[config.mk]
export PLATFORM = sky130hd
export DESIGN_NAME = pfde_queue
export DESIGN_NICKNAME = d
export VERILOG_FILES = /design/src/hdl/page_framebuffer_draw_engine_defines.svh /design/src/hdl/pfde_pkg.sv /design/src/hdl/pfde_queue.sv
export SDC_FILE = /design/constraint.sdc
export NUM_CORES = 1
export LEC_CHECK = 0
export ABC_AREA = 1
export BUFFER_PORTS_ARGS = -buffer_cell sky130_fd_sc_hd__buf_2
export CORE_MARGIN = 4
export CORE_UTILIZATION = 50
export DETAILED_ROUTE_END_ITERATION = 8
export PLACE_DENSITY = 0.71
export SYNTH_ARGS = -nofsm -noshare
export SYNTH_HDL_FRONTEND = slang
export SYNTH_SLANG_ARGS = --single-unit
[constraint.sdc]
create_clock -name i_clk -period 4.6 [get_ports i_clk]
set_clock_uncertainty 0.2 [all_clocks]
set_input_delay 0.69 -clock i_clk [delete_from_list [all_inputs] [get_ports i_clk]]
set_output_delay 0.69 -clock i_clk [all_outputs]
set_load 0.01 [all_outputs]
[src/hdl/page_framebuffer_draw_engine_defines.svh]
// assertion macros for the page framebuffer draw engine
// used by the top level only, expects i_clk and i_rst_n in scope
`ifndef PAGE_FRAMEBUFFER_DRAW_ENGINE_DEFINES_SVH
`define PAGE_FRAMEBUFFER_DRAW_ENGINE_DEFINES_SVH

// property must hold at every edge outside reset
`define PFDE_ASSERT(lbl, prop, msg) \
    lbl: assert property (@(posedge i_clk) disable iff (!i_rst_n) prop) else $error(msg);

// expression must never be true outside reset
`define PFDE_ASSERT_NEVER(lbl, expr, msg) \
    lbl: assert property (@(posedge i_clk) disable iff (!i_rst_n) !(expr)) else $error(msg);

`endif

[src/hdl/pfde_pkg.sv]
// shared types, constants and helper functions for the draw engine
// no dependencies
package pfde_pkg;

    localparam int SCREEN_WIDTH_DEF = 128;
    localparam int SCREEN_HEIGHT_DEF = 64;
    localparam int CHUNK_BYTES_DEF = 64;
    localparam int QUEUE_DEPTH_DEF = 4;

    // largest store is 256 columns by 32 pages
    localparam int OP_ADDR_W = 13;
    localparam int IN_DATA_W = 48;
    localparam int IN_USER_W = 3;

    typedef enum logic [2:0] {
        CMD_PIXEL  = 3'd0,
        CMD_HLINE  = 3'd1,
        CMD_VLINE  = 3'd2,
        CMD_DASHED = 3'd3,
        CMD_CLEAR  = 3'd4,
        CMD_READ   = 3'd5
    } t_cmd;

    typedef enum logic [1:0] {
        OP_HLINE = 2'd0,
        OP_VLINE = 2'd1,
        OP_FILL  = 2'd2,
        OP_READ  = 2'd3
    } t_op_kind;

    typedef struct packed {
        t_op_kind               kind;
        logic [OP_ADDR_W-1:0]   addr;
        logic [OP_ADDR_W-1:0]   rem;      // bytes to touch minus one
        logic [7:0]             mask;     // bit mask for a horizontal span
        logic [7:0]             row_lo;
        logic [7:0]             row_hi;
        logic [1:0]             top_mod3; // first page top row mod 3
        logic                   dashed;
        logic                   on;
    } t_op;

    typedef struct packed {
        logic       s2_read;
        logic [1:0] ob_cnt;
    } t_back_stat;

    function automatic logic [1:0] mod3_u4(input logic [3:0] v);
        logic [1:0] r;
        unique case (v)
            4'd0, 4'd3, 4'd6, 4'd9, 4'd12, 4'd15: r = 2'd0;
            4'd1, 4'd4, 4'd7, 4'd10, 4'd13:       r = 2'd1;
            default:                              r = 2'd2;
        endcase
        return r;
    endfunction

    // 4 = 1 mod 3, so the base-4 digit sum keeps the residue
    function automatic logic [1:0] mod3_u8(input logic [7:0] v);
        logic [3:0] s;
        s = 4'(v[1:0]) + 4'(v[3:2]) + 4'(v[5:4]) + 4'(v[7:6]);
        return mod3_u4(s);
    endfunction

endpackage

[src/hdl/pfde_queue.sv]
// small register fifo of decoded drawing ops between front and back
// depends on pfde_pkg for the op type
module pfde_queue import pfde_pkg::*; #(
    parameter int DEPTH = QUEUE_DEPTH_DEF
) (
    input  logic i_clk,
    input  logic i_rst_n,
    input  logic i_push,
    input  t_op  i_op,
    output logic o_full,
    input  logic i_pop,
    output t_op  o_op,
    output logic o_empty
);

    localparam int PTR_W = (DEPTH > 1) ? $clog2(DEPTH) : 1;
    localparam int CNT_W = $clog2(DEPTH + 1);

    t_op              r_mem [DEPTH];
    logic [PTR_W-1:0] r_wp, n_wp;
    logic [PTR_W-1:0] r_rp, n_rp;
    logic [CNT_W-1:0] r_cnt, n_cnt;

    assign o_full  = (r_cnt == CNT_W'(DEPTH));
    assign o_empty = (r_cnt == '0);
    assign o_op    = r_mem[r_rp];

    always_comb begin
        n_wp  = r_wp;
        n_rp  = r_rp;
        n_cnt = r_cnt;
        if (i_push) begin
            n_wp = (r_wp == PTR_W'(DEPTH - 1)) ? '0 : r_wp + 1'b1;
        end
        if (i_pop) begin
            n_rp = (r_rp == PTR_W'(DEPTH - 1)) ? '0 : r_rp + 1'b1;
        end
        if (i_push && !i_pop) begin
            n_cnt = r_cnt + 1'b1;
        end else if (!i_push && i_pop) begin
            n_cnt = r_cnt - 1'b1;
        end
    end

    always_ff @(posedge i_clk) begin
        if (!i_rst_n) begin
            r_wp  <= '0;
            r_rp  <= '0;
            r_cnt <= '0;
        end else begin
            r_wp  <= n_wp;
            r_rp  <= n_rp;
            r_cnt <= n_cnt;
        end
    end

    always_ff @(posedge i_clk) begin
        if (i_push) begin
            r_mem[r_wp] <= i_op;
        end
    end

endmodule

# Yosys cells after proc, flatten, opt, wreduce, memory -nomap -nowiden
# Memories as Yosys holds them, arrays and structs flattened. A register that Yosys moved wholly into a read port is not among the register bits.
# Cells that the tools add are included.
# word_totals
out_inout_bits	58
reg_bits	7
mem_bits_ro	0
latch_bits	0
inputBits	60
word_cells	25
ramBits	224
mem_count	1
# op_classes
add_sub_neg	4
magnitude_cmp	0
eq_ne	3
shifts	0
n_reduce_logical	6
bitwise_logic	0
n_mul	0
n_mux	8
div_mod_pow	0
# mem_list
name	depth	width	rd	rd_clocked_by_memory_dff	write_ports	line	rtl
r_mem	4	56	1	1	1	pfde_queue.sv:19	t_op r_mem [DEPTH];
# ops
cell	n
$mux 2	4
$mux 3	2
$add 2x1->2 const B	2
$eq 2x2->1 const B	2
$add 3x1->3 const B	1
$eq 3x3->1 const B	1
$logic_not 3->1	1
$sub 3x1->3 const B	1
$logic_and 1x1->1	2
$logic_not 1->1	2
$mux 1	2
$reduce_bool 2->1	1

# Longest topological paths before layout
# logic_depth
word_depth	4
mapped_depth	10
depth_no_buf	10

# Worst setup path before layout
# OpenSTA, ideal clock, no wires.
# synth_path
path_type	input to register
from	input i_push
to	memory r_mem[3][0] (netlist name) (enable)
t_required_ps	3990
path_slack_ps	2172
path_stages	2
t_arrival_ps	1817
setup_time_ps	410
n_path_buf	0
path_cell_list	nand2_1 -> inv_1
# synth_via
elab_chain_cells	2
# synth_rtl
element	line	rtl
start: declaration	pfde_queue.sv:8	input logic i_push,
$mux 1	pfde_queue.sv:58	if (i_push) begin
$mux 1 (not written as such)	pfde_queue.sv:59	r_mem[r_wp] <= i_op;
end: declaration	pfde_queue.sv:19	
# No other way between the ends.

==> results.tsv <==
metric	value	unit
fin_crit_sh	0.7444	
relSlewSlack	0.2198	
path_clk_slew	0.06	ns
layout-drive-gt1-share	0.2971	
routedWlPerCell	19.26	µm
r2r_slack	2.26	ns
antenna_found_initial	3	
r2r_start	r_wp[0]$_SDFFE_PN0P_	
die_h	143.4	µm
crit_path_cell_trace	inv_6, o21ai_0, o22ai_2, buf_2	
synth-compound-area-share	0.1221	
crit_fanout	112	
cp-endpoint	o_op[4]	
ys_types	25	
r2r_end	r_mem[2][25]$_DFFE_PP_	
vias	5377	
clk-insertion-delay-late	0.49	ns
antenna_left	0	
dp_hpwl	10490	µm
syn_to_final_growth	14.68	%
synth_mux_area_frac	0	
cts_tree	built	
maxCapViolCount	0	
synth-seq-cells	233	
totalWireLength	18470	µm
die_area	20550	µm²
setup_viol	0	
syn-cell-area	9160	µm²
maxSlewViolCount	0	
grt_max_degree	113	
synthSimpleGateAreaFrac	0.07718	
cts.sinks	233	
fin_tns_setup	0	ns
p_total	4.623	mW
vdd_drop_max	275.6	µV
grt_pass1_vias	5731	
r2r_cells	5	
rsz0062_at_grt	false	
die_w	143.4	µm
cpPeakStageDelay	0.89	ns
synth_top_family_by_area	compound AO/OA/AOI/OAI gates	
hp-class	in2reg	
avgSynthCellArea	15.24	µm²
crit_arrival	2.53	ns
p_per_area	440.1	nW/µm²
yosysSeqAreaShare	0.7540	
start_kind	flop	
drc	0	
mappedNetlistNets	668	
overflow	0	
clock_path_buffers	3	
crit_type	reg2out	
yosys.area_share.xor_xnor	0.0009562	
yosysTopAreaCell	edfxtp_1	
ctsResizeCount	0	
drt_iter0_drc	407	
ys.warnings.count	0	
viasPerCell	5.607	
grt_util_all_layers	0.1788	
endpoint_kind	output port	
clock.fmax	292.1	MHz
worstPathRequired	3.71	ns
leakage	3.670	nW
synthAdderAreaFrac	0.01038	
num_rows	49	
initial_core_util	0.5099	
yosysTopAreaCellShare	0.7343	
cp_slowest_cell	inv_6	
grt_pass1_wl	29010	µm
hold_violations	0	
final_nets	780	
layout_min_cycle_time	3.424	ns
status	complete, no violations	
io-pin-count	118	
numCtsBuffers	23	
ctsHtreeMaxLevel	1	
worst_pin_slew	1.170	ns
fp.coreArea	17960	µm²
globalplace.congestion	0.7001	
drtPass1Iterations	5	
netlist_instances	601	
io_buffers	117	
postCtsHoldBufs	0	
ys_top_cells_by_area	edfxtp_1, o21ai_0, nor2_1, o22ai_2, nor2_4	
root_buffer	clkbuf_16	
postCtsSetupBuffers	0	
==> metal layers <==
layer | wire [µm] | vias to the layer above | track usage
li1 | - | 2473 | -
met1 | 7472 | 2698 | 0.2255
met2 | 9360 | 166 | 0.3128
met3 | 1255 | 38 | 0.03894
met4 | 372 | 2 | 0.05352
met5 | 7 | - | 0
==> critical path: cells and delay by family, from the launching register on <==
kind / cells / cell delay (ns)
buf+inv: 2 / 1.06
flops: 1 / 0.48
compound gates: 2 / 0.45
==> cells in the mapped netlist <==
cell	n
buf_2	10
nand2_1	8
o22ai_2	26
o22ai_1	30
dfxtp_1	9
nor2_1	94
edfxtp_1	224
o21ai_1	26
buf_6	6
fa_1	1
inv_4	1
inv_2	1
buf_12	4
o21ai_0	85
o21ai_2	4
ha_1	6
xor2_1	1
inv_1	14
buf_4	1
nor2_4	26
nand3_1	1
nand4_1	1
nor3_1	4
a21oi_1	3
clkbuf_1	15
==> placed cells by master, fill, tap and decap left out, drive strengths merged, types with 3 or more instances in the layout <==
cell type,netlist,final
buf,21,123
edfxtp,224,224
o21ai,115,115
nor2,120,120
clkinv,0,11
ha,6,6
dfxtp,9,9
inv,16,17
nor3,4,4
nand2,8,8
clkbuf,15,25
diode,0,3
o22ai,56,56
a21oi,3,3
==> kinds of logic after synthesis <==
| logic type | count (synthesis) |
|---|---|
| xor gates and xnor gates | 1 |
| and+or+nand+nor | 134 |
| DFF | 233 |
| AOI/OAI and AO/OA | 174 |
| buffers and inverters | 52 |
| adders and majority gates | 7 |
==> flip-flops by register name, indices dropped and copies added, names as in the netlist, named ones only <==
| name | count |
|---|---|
| r_cnt | 3 |
| r_mem | 224 |
| r_rp | 2 |
| r_wp | 2 |
==> power by group <==
group	switching [mW]	total, mW	leakage (nW)	internal [mW]
Combinational	0.314	0.478	1.21	0.165
Sequential	0.0357	2.46	2.13	2.42
Clock	0.721	1.68	0.329	0.963
==> through the flow <==
stage	worst slack, ns	area, µm²	instances	utilization	hold WS (ns)
4_1_cts	1.139	10500	956	0.5844	0.1833
3_3_place_gp	1.757	9823	917	0.5468	0.2990
3_5_place_dp	1.666	9823	917	0.5468	0.3254
6_report	1.176	10510	959	0.5848	0.2003
2_1_floorplan	2.172	9160	601	-	0.2897
5_1_grt	0.9909	10500	958	0.5847	0.1892
==> area by class of cell <==
class                      instances  area [µm²]
antenna                            3       7.507
clock inverter                    14       91.34
sequential                       233        6912
multi-input combinational        316        1929
fill                            1377        7458
timing repair buffer             123       630.6
clock buffer                      25       583.1
tap                              229       286.5
inverter                          16       65.06
==> how the worst min path moves through the flow <==
stage | start | endpoint | cells after the start
floorplan | r_wp[1]$_SDFFE_PN0P_ | r_wp[1]$_SDFFE_PN0P_ | 2
global placement | r_wp[1]$_SDFFE_PN0P_ | r_wp[1]$_SDFFE_PN0P_ | 2
detailed placement | r_rp[0]$_SDFFE_PN0P_ | flop | 2
CTS | i_op[47] | r_mem[1][47]$_DFFE_PP_ | 1
global route | i_op[25] | r_mem[3][25]$_DFFE_PP_ | 1
finish | i_op[25] | r_mem[3][25]$_DFFE_PP_ | 1
No activity file was read; power rests on OpenSTA's default activity.
