## src/hdl/page_framebuffer_draw_engine_defines.svh

```systemverilog
// assertion macros for the page framebuffer draw engine
// used by the top level only, expects i_clk and i_rst_n in scope
`ifndef PAGE_FRAMEBUFFER_DRAW_ENGINE_DEFINES_SVH
`define PAGE_FRAMEBUFFER_DRAW_ENGINE_DEFINES_SVH

// property must hold at every edge outside reset
`define PFDE_ASSERT(lbl, prop, msg) \
    lbl: assert property (@(posedge i_clk) disable iff (!i_rst_n) prop) else $error(msg);

// expression must never be true outside reset
`define PFDE_ASSERT_NEVER(lbl, expr, msg) \
    lbl: assert property (@(posedge i_clk) disable iff (!i_rst_n) !(expr)) else $error(msg);

`endif

```

## src/hdl/pfde_pkg.sv

```systemverilog
// shared types, constants and helper functions for the draw engine
// no dependencies
package pfde_pkg;

    localparam int SCREEN_WIDTH_DEF = 128;
    localparam int SCREEN_HEIGHT_DEF = 64;
    localparam int CHUNK_BYTES_DEF = 64;
    localparam int QUEUE_DEPTH_DEF = 4;

    // largest store is 256 columns by 32 pages
    localparam int OP_ADDR_W = 13;
    localparam int IN_DATA_W = 48;
    localparam int IN_USER_W = 3;

    typedef enum logic [2:0] {
        CMD_PIXEL  = 3'd0,
        CMD_HLINE  = 3'd1,
        CMD_VLINE  = 3'd2,
        CMD_DASHED = 3'd3,
        CMD_CLEAR  = 3'd4,
        CMD_READ   = 3'd5
    } t_cmd;

    typedef enum logic [1:0] {
        OP_HLINE = 2'd0,
        OP_VLINE = 2'd1,
        OP_FILL  = 2'd2,
        OP_READ  = 2'd3
    } t_op_kind;

    typedef struct packed {
        t_op_kind               kind;
        logic [OP_ADDR_W-1:0]   addr;
        logic [OP_ADDR_W-1:0]   rem;      // bytes to touch minus one
        logic [7:0]             mask;     // bit mask for a horizontal span
        logic [7:0]             row_lo;
        logic [7:0]             row_hi;
        logic [1:0]             top_mod3; // first page top row mod 3
        logic                   dashed;
        logic                   on;
    } t_op;

    typedef struct packed {
        logic       s2_read;
        logic [1:0] ob_cnt;
    } t_back_stat;

    function automatic logic [1:0] mod3_u4(input logic [3:0] v);
        logic [1:0] r;
        unique case (v)
            4'd0, 4'd3, 4'd6, 4'd9, 4'd12, 4'd15: r = 2'd0;
            4'd1, 4'd4, 4'd7, 4'd10, 4'd13:       r = 2'd1;
            default:                              r = 2'd2;
        endcase
        return r;
    endfunction

    // 4 = 1 mod 3, so the base-4 digit sum keeps the residue
    function automatic logic [1:0] mod3_u8(input logic [7:0] v);
        logic [3:0] s;
        s = 4'(v[1:0]) + 4'(v[3:2]) + 4'(v[5:4]) + 4'(v[7:6]);
        return mod3_u4(s);
    endfunction

endpackage

```

## src/hdl/pfde_front.sv

```systemverilog
// command front end: takes items, clips coordinates, builds byte-span ops
// depends on pfde_pkg
module pfde_front import pfde_pkg::*; #(
    parameter int SCREEN_WIDTH  = SCREEN_WIDTH_DEF,
    parameter int SCREEN_HEIGHT = SCREEN_HEIGHT_DEF,
    parameter int CHUNK_BYTES   = CHUNK_BYTES_DEF
) (
    input  logic                 i_clk,
    input  logic                 i_rst_n,
    input  logic                 s_axis_tvalid,
    output logic                 s_axis_tready,
    // x_a, x_b, y_a, y_b, pixel_on, chunk_index, zero fill
    input  logic [IN_DATA_W-1:0] s_axis_tdata,
    // cmd
    input  logic [IN_USER_W-1:0] s_axis_tuser,
    output logic                 o_push,
    output t_op                  o_op,
    input  logic                 i_full
);

    localparam int PAGES = (SCREEN_HEIGHT + 7) / 8;
    localparam int STORE = SCREEN_WIDTH * PAGES;
    localparam logic signed [9:0] XMAX = 10'(SCREEN_WIDTH - 1);
    localparam logic signed [9:0] YMAX = 10'(SCREEN_HEIGHT - 1);

    logic               r_valid;
    t_cmd               r_cmd;
    logic signed [9:0]  r_xa, r_xb, r_ya, r_yb;
    logic               r_on;
    logic [3:0]         r_chunk;

    logic signed [9:0]  hx_lo, hx_hi, vy_lo, vy_hi;
    logic               h_vis, v_vis, is_h, keep, done;
    logic [7:0]         h_clo, h_chi, v_clo, v_chi;
    logic [4:0]         sel_page;
    logic [7:0]         sel_col;
    logic [13:0]        addr_full, rd_start, rd_left, rd_n;
    logic               rd_ok;

    always_comb begin
        hx_lo = (r_cmd == CMD_PIXEL) ? r_xa : ((r_xa < r_xb) ? r_xa : r_xb);
        hx_hi = (r_cmd == CMD_PIXEL) ? r_xa : ((r_xa < r_xb) ? r_xb : r_xa);
        vy_lo = (r_ya < r_yb) ? r_ya : r_yb;
        vy_hi = (r_ya < r_yb) ? r_yb : r_ya;

        h_vis = !r_ya[9] && (r_ya <= YMAX) && !hx_hi[9] && (hx_lo <= XMAX);
        v_vis = !r_xa[9] && (r_xa <= XMAX) && !vy_hi[9] && (vy_lo <= YMAX);

        h_clo = hx_lo[9] ? 8'd0 : hx_lo[7:0];
        h_chi = (hx_hi > XMAX) ? XMAX[7:0] : hx_hi[7:0];
        v_clo = vy_lo[9] ? 8'd0 : vy_lo[7:0];
        v_chi = (vy_hi > YMAX) ? YMAX[7:0] : vy_hi[7:0];

        is_h     = (r_cmd == CMD_PIXEL) || (r_cmd == CMD_HLINE);
        sel_page = is_h ? r_ya[7:3] : v_clo[7:3];
        sel_col  = is_h ? h_clo : r_xa[7:0];
        addr_full = 14'(sel_page) * 14'(SCREEN_WIDTH) + 14'(sel_col);

        rd_start = 14'(r_chunk) * 14'(CHUNK_BYTES);
        rd_ok    = rd_start < 14'(STORE);
        rd_left  = 14'(STORE) - rd_start;
        rd_n     = (rd_left > 14'(CHUNK_BYTES)) ? 14'(CHUNK_BYTES) : rd_left;
    end

    always_comb begin
        o_op          = '0;
        o_op.kind     = OP_HLINE;
        o_op.addr     = addr_full[OP_ADDR_W-1:0];
        o_op.mask     = 8'd1 << r_ya[2:0];
        o_op.row_lo   = v_clo;
        o_op.row_hi   = v_chi;
        o_op.top_mod3 = mod3_u8({v_clo[7:3], 3'b000});
        o_op.dashed   = (r_cmd == CMD_DASHED);
        o_op.on       = (r_cmd == CMD_DASHED) ? 1'b1 : r_on;
        keep          = 1'b0;
        unique case (r_cmd)
            CMD_PIXEL, CMD_HLINE: begin
                keep     = h_vis;
                o_op.rem = OP_ADDR_W'(h_chi - h_clo);
            end
            CMD_VLINE, CMD_DASHED: begin
                keep      = v_vis;
                o_op.kind = OP_VLINE;
                o_op.rem  = OP_ADDR_W'(v_chi[7:3] - v_clo[7:3]);
            end
            CMD_CLEAR: begin
                keep      = 1'b1;
                o_op.kind = OP_FILL;
                o_op.addr = '0;
                o_op.mask = 8'hFF;
                o_op.on   = 1'b0;
                o_op.rem  = OP_ADDR_W'(STORE - 1);
            end
            CMD_READ: begin
                keep      = rd_ok;
                o_op.kind = OP_READ;
                o_op.addr = rd_start[OP_ADDR_W-1:0];
                o_op.rem  = OP_ADDR_W'(rd_n - 14'd1);
            end
            default: begin
                keep = 1'b0;
            end
        endcase
    end

    // items that draw nothing retire without touching the queue
    assign done          = r_valid && (!keep || !i_full);
    assign o_push        = r_valid && keep && !i_full;
    assign s_axis_tready = !r_valid || done;

    always_ff @(posedge i_clk) begin
        if (!i_rst_n) begin
            r_valid <= 1'b0;
        end else if (s_axis_tvalid && s_axis_tready) begin
            r_valid <= 1'b1;
        end else if (done) begin
            r_valid <= 1'b0;
        end
    end

    always_ff @(posedge i_clk) begin
        if (s_axis_tvalid && s_axis_tready) begin
            r_cmd   <= t_cmd'(s_axis_tuser);
            r_xa    <= s_axis_tdata[9:0];
            r_xb    <= s_axis_tdata[19:10];
            r_ya    <= s_axis_tdata[29:20];
            r_yb    <= s_axis_tdata[39:30];
            r_on    <= s_axis_tdata[40];
            r_chunk <= s_axis_tdata[44:41];
        end
    end

endmodule

```

## config.mk

```make
export PLATFORM = sky130hd
export DESIGN_NAME = pfde_front
export DESIGN_NICKNAME = d
export VERILOG_FILES = /design/src/hdl/page_framebuffer_draw_engine_defines.svh /design/src/hdl/pfde_pkg.sv /design/src/hdl/pfde_front.sv
export SDC_FILE = /design/constraint.sdc
export NUM_CORES = 1
export LEC_CHECK = 0
export ABC_AREA = 1
export BUFFER_PORTS_ARGS = -buffer_cell sky130_fd_sc_hd__buf_2
export CORE_ASPECT_RATIO = 1.4
export CORE_UTILIZATION = 50
export CTS_BUF_LIST = sky130_fd_sc_hd__clkbuf_2 sky130_fd_sc_hd__clkbuf_4 sky130_fd_sc_hd__clkbuf_8
export DETAILED_ROUTE_END_ITERATION = 8
export GPL_TIMING_DRIVEN = 0
export PLACE_DENSITY = 0.8
export SLEW_MARGIN = 20
export SYNTH_ARGS = -nofsm -noshare
export SYNTH_HDL_FRONTEND = slang
export SYNTH_SLANG_ARGS = --single-unit
export TNS_END_PERCENT = 100
```

## constraint.sdc

```tcl
create_clock -name i_clk -period 4.83 [get_ports i_clk]
set_clock_uncertainty 0.05 [all_clocks]
set_input_delay 0.483 -clock i_clk [delete_from_list [all_inputs] [get_ports i_clk]]
set_output_delay 0.483 -clock i_clk [all_outputs]
set_load 0.005 [all_outputs]
```

After elaboration in Yosys (flattened, before gate mapping):

Memory sizes are Yosys's and may differ from the RTL's.
Cells that the tools add are included.

* add/subtract/negate cells: 7
* magnitude comparators: 10
* eq/ne operators: 5
* shifts and indexed selects: 1
* multiplexer cells: 22
* reduce and logical (&&, ||, !) cells: 24

Operators by type and width (number)
* 10-bit 2-to-1 mux: 6
* 13-bit case mux with 4 select lines: 1
* 8-bit 2-to-1 mux: 6
* 13-bit case mux with 2 select lines: 1
* 10-bit by 7-bit less-or-equal comparator with 1-bit output (second input constant): 2
* 10-bit by 8-bit less-or-equal comparator with 1-bit output (second input constant): 2
* 10-bit < comparator: 2
* 14-bit by 7-bit greater-than comparator with 1-bit output (second input constant): 1
* 12-bit by 8-bit adder with 13-bit output: 1
* 13-bit 2-to-1 mux: 1
* 13-bit by 1-bit subtractor with 13-bit output (second input constant): 1
* 11-bit by 10-bit subtractor with 12-bit output (first input constant): 1
* 10-bit by 11-bit < comparator with 1-bit output (second input constant): 1
* 10-bit by 7-bit greater-than comparator with 1-bit output (second input constant): 1
* 10-bit by 8-bit greater-than comparator with 1-bit output (second input constant): 1
* 1-bit logical AND: 10
* 8-bit by 8-bit subtractor with 9-bit output: 1
* 1-bit by 3-bit << shifter with 8-bit output (first input constant): 1
* 1-bit zero test: 7
* 3-bit by 2-bit equality test with 1-bit output (second input constant): 2
* 3-bit equality test (second input constant): 2
* 2-bit case mux with 3 select lines: 1
* 5-bit by 5-bit subtractor with 6-bit output: 1
* 5-bit 2-to-1 mux: 1
* other kinds (9): 15

* flip-flop bits (word level): 49
* bits in read-only memories: 32
* input bits: 55
* output and inout bits: 58
* word-level logic and storage cells: 78
* memories kept: 1

Memories
* (no name shown): words 16, width 2, read ports 1, clocked after Yosys merged registers in 0, write ports 0, RTL line pfde_pkg.sv:50 `unique case (v)`

Logic depth before layout (Yosys ltp):

* word-level depth: 13
* gate-level depth with buffers: 29
* mapped depth without buffers: 29

Worst setup path before layout:

OpenSTA, ideal clock, no wires.

* kind: register -> register
* start: reg r_yb[9]
* end: reg r_chunk[0], enable pin
* library setup time: 0.469 ns
* arrival time: 4.287 ns
* data required time: 4.311 ns
* slack: 0.023 ns
* stages on the path, launching flop included: 13
* path buffers: 0
* period minus slack after synthesis: 4.807 ns
* cell sequence: edfxtp_1 -> inv_1 -> ha_1 -> a21o_1 -> nor2_2 -> nand3_2 -> nand2_2 -> nand2_4 -> o21ai_4 -> nand2_4 -> nand3_1 -> nand3_2 -> a21oi_1

* longest elaborated chain between the ends: 11
* elaborated cells on any way between the ends: 13
* classes of those cells: order compare (2); mux (3); reduce/logical (8)

Ends and longest elaborated chain
* from (decl): RTL line pfde_front.sv:28 `logic signed [9:0] r_xa, r_xb, r_ya, r_yb;`
* from (signal assigned): RTL line pfde_front.sv:127 `r_yb <= s_axis_tdata[39:30];`
* branches (longest 4 deep; another with 10-bit < comparator)
* 1-bit logical AND *: RTL line pfde_front.sv:47 `v_vis = !r_xa[9] && (r_xa <= XMAX) && !vy_hi[9] && (vy_lo <= YMAX);`
* 1-bit case mux with 4 select lines *: RTL line pfde_front.sv:76 `unique case (r_cmd)`
* 1-bit zero test *: RTL line pfde_front.sv:107 `assign done = r_valid && (!keep || !i_full);`
* 1-bit logical OR *: RTL line pfde_front.sv:107
* 1-bit logical AND *: RTL line pfde_front.sv:107
* 1-bit logical OR *: RTL line pfde_front.sv:109 `assign s_axis_tready = !r_valid || done;`
* 1-bit logical AND *: RTL line pfde_front.sv:122 `if (s_axis_tvalid && s_axis_tready) begin`
* to (signal assigned): RTL line pfde_front.sv:129 `r_chunk <= s_axis_tdata[44:41];`
* to (decl): RTL line pfde_front.sv:30 `logic [3:0] r_chunk;`

Mark *: on every way between the ends.
A chain may end at the register's enable or synchronous reset.

==> impl_metrics.csv <==
group,metric,value,unit
sta,post-route-period-util,0.957,
setup_path,critPathRequiredTime,4.30,ns
layout,fin_util,0.647,
sta,relSlewSlack,0.728,
yosys,ys_ff_latch,49,
die,core,7850,um2
global_route,grt_max_degree,27,
layout,final_cell_mix,"140 x nand2_1, 112 x buf_2, 88 x inv_1",
layout,fin_nets,765,
yosys,async_flop_share,0,
setup_path,cp-end-kind,"output port",
worst_hold_path,hp-class,"input port to flop",
global_route,grt_pass1_vias,3615,
placed_design,dp.cells,744,
setup_path,crit_path_cell_trace,"ha_1 > nand2_1 > nor2_2 > nand3_2 > nand4_1 > nand3_2 > buf_2 > o21ai_0 > nand2_1 > ha_4 > nand2_1 > nand2_1 > a31oi_1 > or2_2 > nand2_1 > a21oi_1 > or2_2 > nand2_1 > nand2_1 > nand3_1 > nand2_1 > o21bai_1 > buf_2",
setup_path,cp.arrival,4.09,ns
yosys,synth_ff_type,"edfxtp_1",
die,rows,38,
cts,cts.sinks,49,
global_route,grtUsageTotal,0.232,
setup_path,cp_max_fo,10,
route,drt_iter0_drc,159,
die,die_area,8520,um2
setup_path,crit_type,"flop to output port",
sta,setup_viol,0,
route,drt-total-wl,9.86,mm
cts,cts_hold_buf,0,
setup_path,crit_slowest_cell,"edfxtp_1",
sta,setup_slack,0.209,ns
cts,path_clk_slew,0.09,ns
cts,clk_latency,0.31,ns
route,antenna_left,0,
yosys,synth-compound-area-share,0.132,
cts,cts_buffer_depth,2,
yosys,synth.cell_area,4080,um2
layout,multiInputGateArea,2280,um2
cts,numCtsBuffers,5,
placed_design,dp_hpwl,7.94,mm
yosys,syn-num-nets,633,
yosys,synth-edff-count,48,
global_route,overflow,0,
flow_run,cap_violations,0,
yosys,yosys.area_share.simple,0.253,
route,drc,0,
sta,worst-slew-pin-transition,0.408,ns
die,fp.dieH,109,um
die,initial_core_util,0.520,
yosys,synthAdderAreaFrac,0.144,
outcome,status,"finished clean",
yosys,synth_top_family_by_area,"simple AND/OR/NAND/NOR gates",
layout,regArea,1460,um2
yosys,synth_cell_type_count,40,
sta,rsz0062_at_grt,"true",
layout,drive_above_1_share,0.281,
pwr,power.leakage,2.68,nW
setup_path,slowest_delay,0.46,ns
layout,mostFrequentLayoutCell,"nand2_1",
die,die_w,78.3,um
setup_path,startpoint_type,"flop",
pwr,cellPowerDensity,288,nW/um2
placed_design,place_congestion,0.865,
route,viasPerCell,5.14,
layout,fillCellCount,664,
sta,min_period,4.62,ns
global_route,antenna_found_initial,0,
yosys,synth_xor_area_frac,0.00430,
placed_design,pre_cts_ws,0.283,ns
cts,htree_num_levels,2,
placed_design,io_buffers,109,
global_route,grt_pass1_wl,15.6,mm
sta,timing_hold_violations_final,0,
yosys,ys_seq_area_frac,0.359,
sta,clock.fmax,216,MHz
yosys,syn_inst,533,
cts,tritoncts,"yes",
cts,cts_root_buffer,"clkbuf_8",
sta,worst_hold_slack,0.293,ns
layout,layout.cells.non_filler,766,
yosys,synth_mux_area_frac,0.00767,
route,drt-wirelength-per-cell,12.9,um
sta,drv_slew,0,
layout,diodes,0,
yosys,syn_avg_cell_area,7.65,um2
die,pin_count,113,
route,firstDrtPassIters,5,
sta,finalSetupTns,0,ns
setup_path,crit_top_cell,"nand2_1",
pwr,peakVddDrop,0.199,mV
route,vias,3941,
yosys,yosys_warnings,0,
layout,syn2layout_area_growth,24.5,%
## synthesized netlist by cell type, types with 5 or more instances
cell        n  share of area
nand4_1     6         0.0092
edfxtp_1   48           0.35
inv_2       6         0.0055
nand2_1   143           0.13
o21ai_0    46          0.056
nand3_2     5          0.012
inv_1      91          0.084
a21oi_1    21          0.026
o22ai_1     7          0.011
nand2_2     9          0.014
nor2_1     29          0.027
nand3_1    25          0.031
o21ai_1     7         0.0086
ha_1       42           0.13
## where the power goes
group	total [mW]	switching, mW	internal, mW	leakage [nW]
Sequential	0.513	0.0176	0.496	0.477
Clock	0.244	0.141	0.103	0.0462
Combinational	0.704	0.416	0.289	2.16
Total	1.46	0.574	0.888	2.68
## per-stage QoR
| step | power [mW] | instance area (um2) |
|---|---|---|
| after floorplan | 0.964 | 4080 |
| after global placement | 1.16 | 4750 |
| after detailed placement | 1.18 | 4810 |
| after CTS | 1.43 | 4910 |
| after global routing | 1.58 | 5070 |
| final | 1.46 | 5070 |
## final timing paths
path / start / slack [ns] / depth (start not counted) / endpoint
setup / recovery: r_xa[6] / 0.21 / 23 / o_op[35]
hold / removal: s_axis_tuser[2] / 0.29 / 1 / r_cmd[2]
setup reg to reg: r_ya[9] / 1.73 / 15 / r_xa[7]
hold reg to reg: r_valid / 0.59 / 4 / r_valid
## cell families after synthesis
| group | Yosys count |
|---|---|
| AND/OR/NAND/NOR | 232 |
| buffers and inverters | 106 |
| AO/OA/AOI/OAI | 96 |
| flip-flops | 49 |
| adder cells (fa/ha/maj) | 45 |
| multiplexers | 3 |
| XOR/XNOR | 2 |
## cell type report
class                   count  area share
well taps                 100      0.0247
clock buffers               5      0.0136
flip-flops and latches     49       0.288
clock inverters             3     0.00419
plain buffers               7     0.00814
repair buffers            125       0.139
multi-input cells         378       0.449
inverters                  99      0.0732
## registers in the layout, summed over array words and instances, names as in the netlist
signal and flops:
r_cmd 3, r_yb 10, r_xa 10, r_xb 10
r_on 1, r_ya 10, r_chunk 4, r_valid 1
## repair_timing
action                                  4_1_cts  5_1_grt
pin swaps                                     0        9
buffers inserted                              0       14
resized for setup                             1       20
endpoints found under the setup margin        2       11
cloned                                        0        0
## metal layers
metal	vias to the layer above	wire [um]	global-route usage
met5	-	0	0
li1	2022	-	-
met1	1770	4170	0.277
met2	135	5010	0.421
met3	14	495	0.0326
met4	0	188	0.0847
## worst max-delay path: cells and delay by family (launching register included)
family / cells / cell delay (ns)
flip-flops: 1 / 0.46
buffers and inverters: 2 / 0.37
AND/OR/NAND/NOR: 15 / 1.80
AO/OA/AOI/OAI: 4 / 0.51
adder cells (fa/ha/maj): 2 / 0.64
Note: power is estimated with default switching activity, not from simulation.
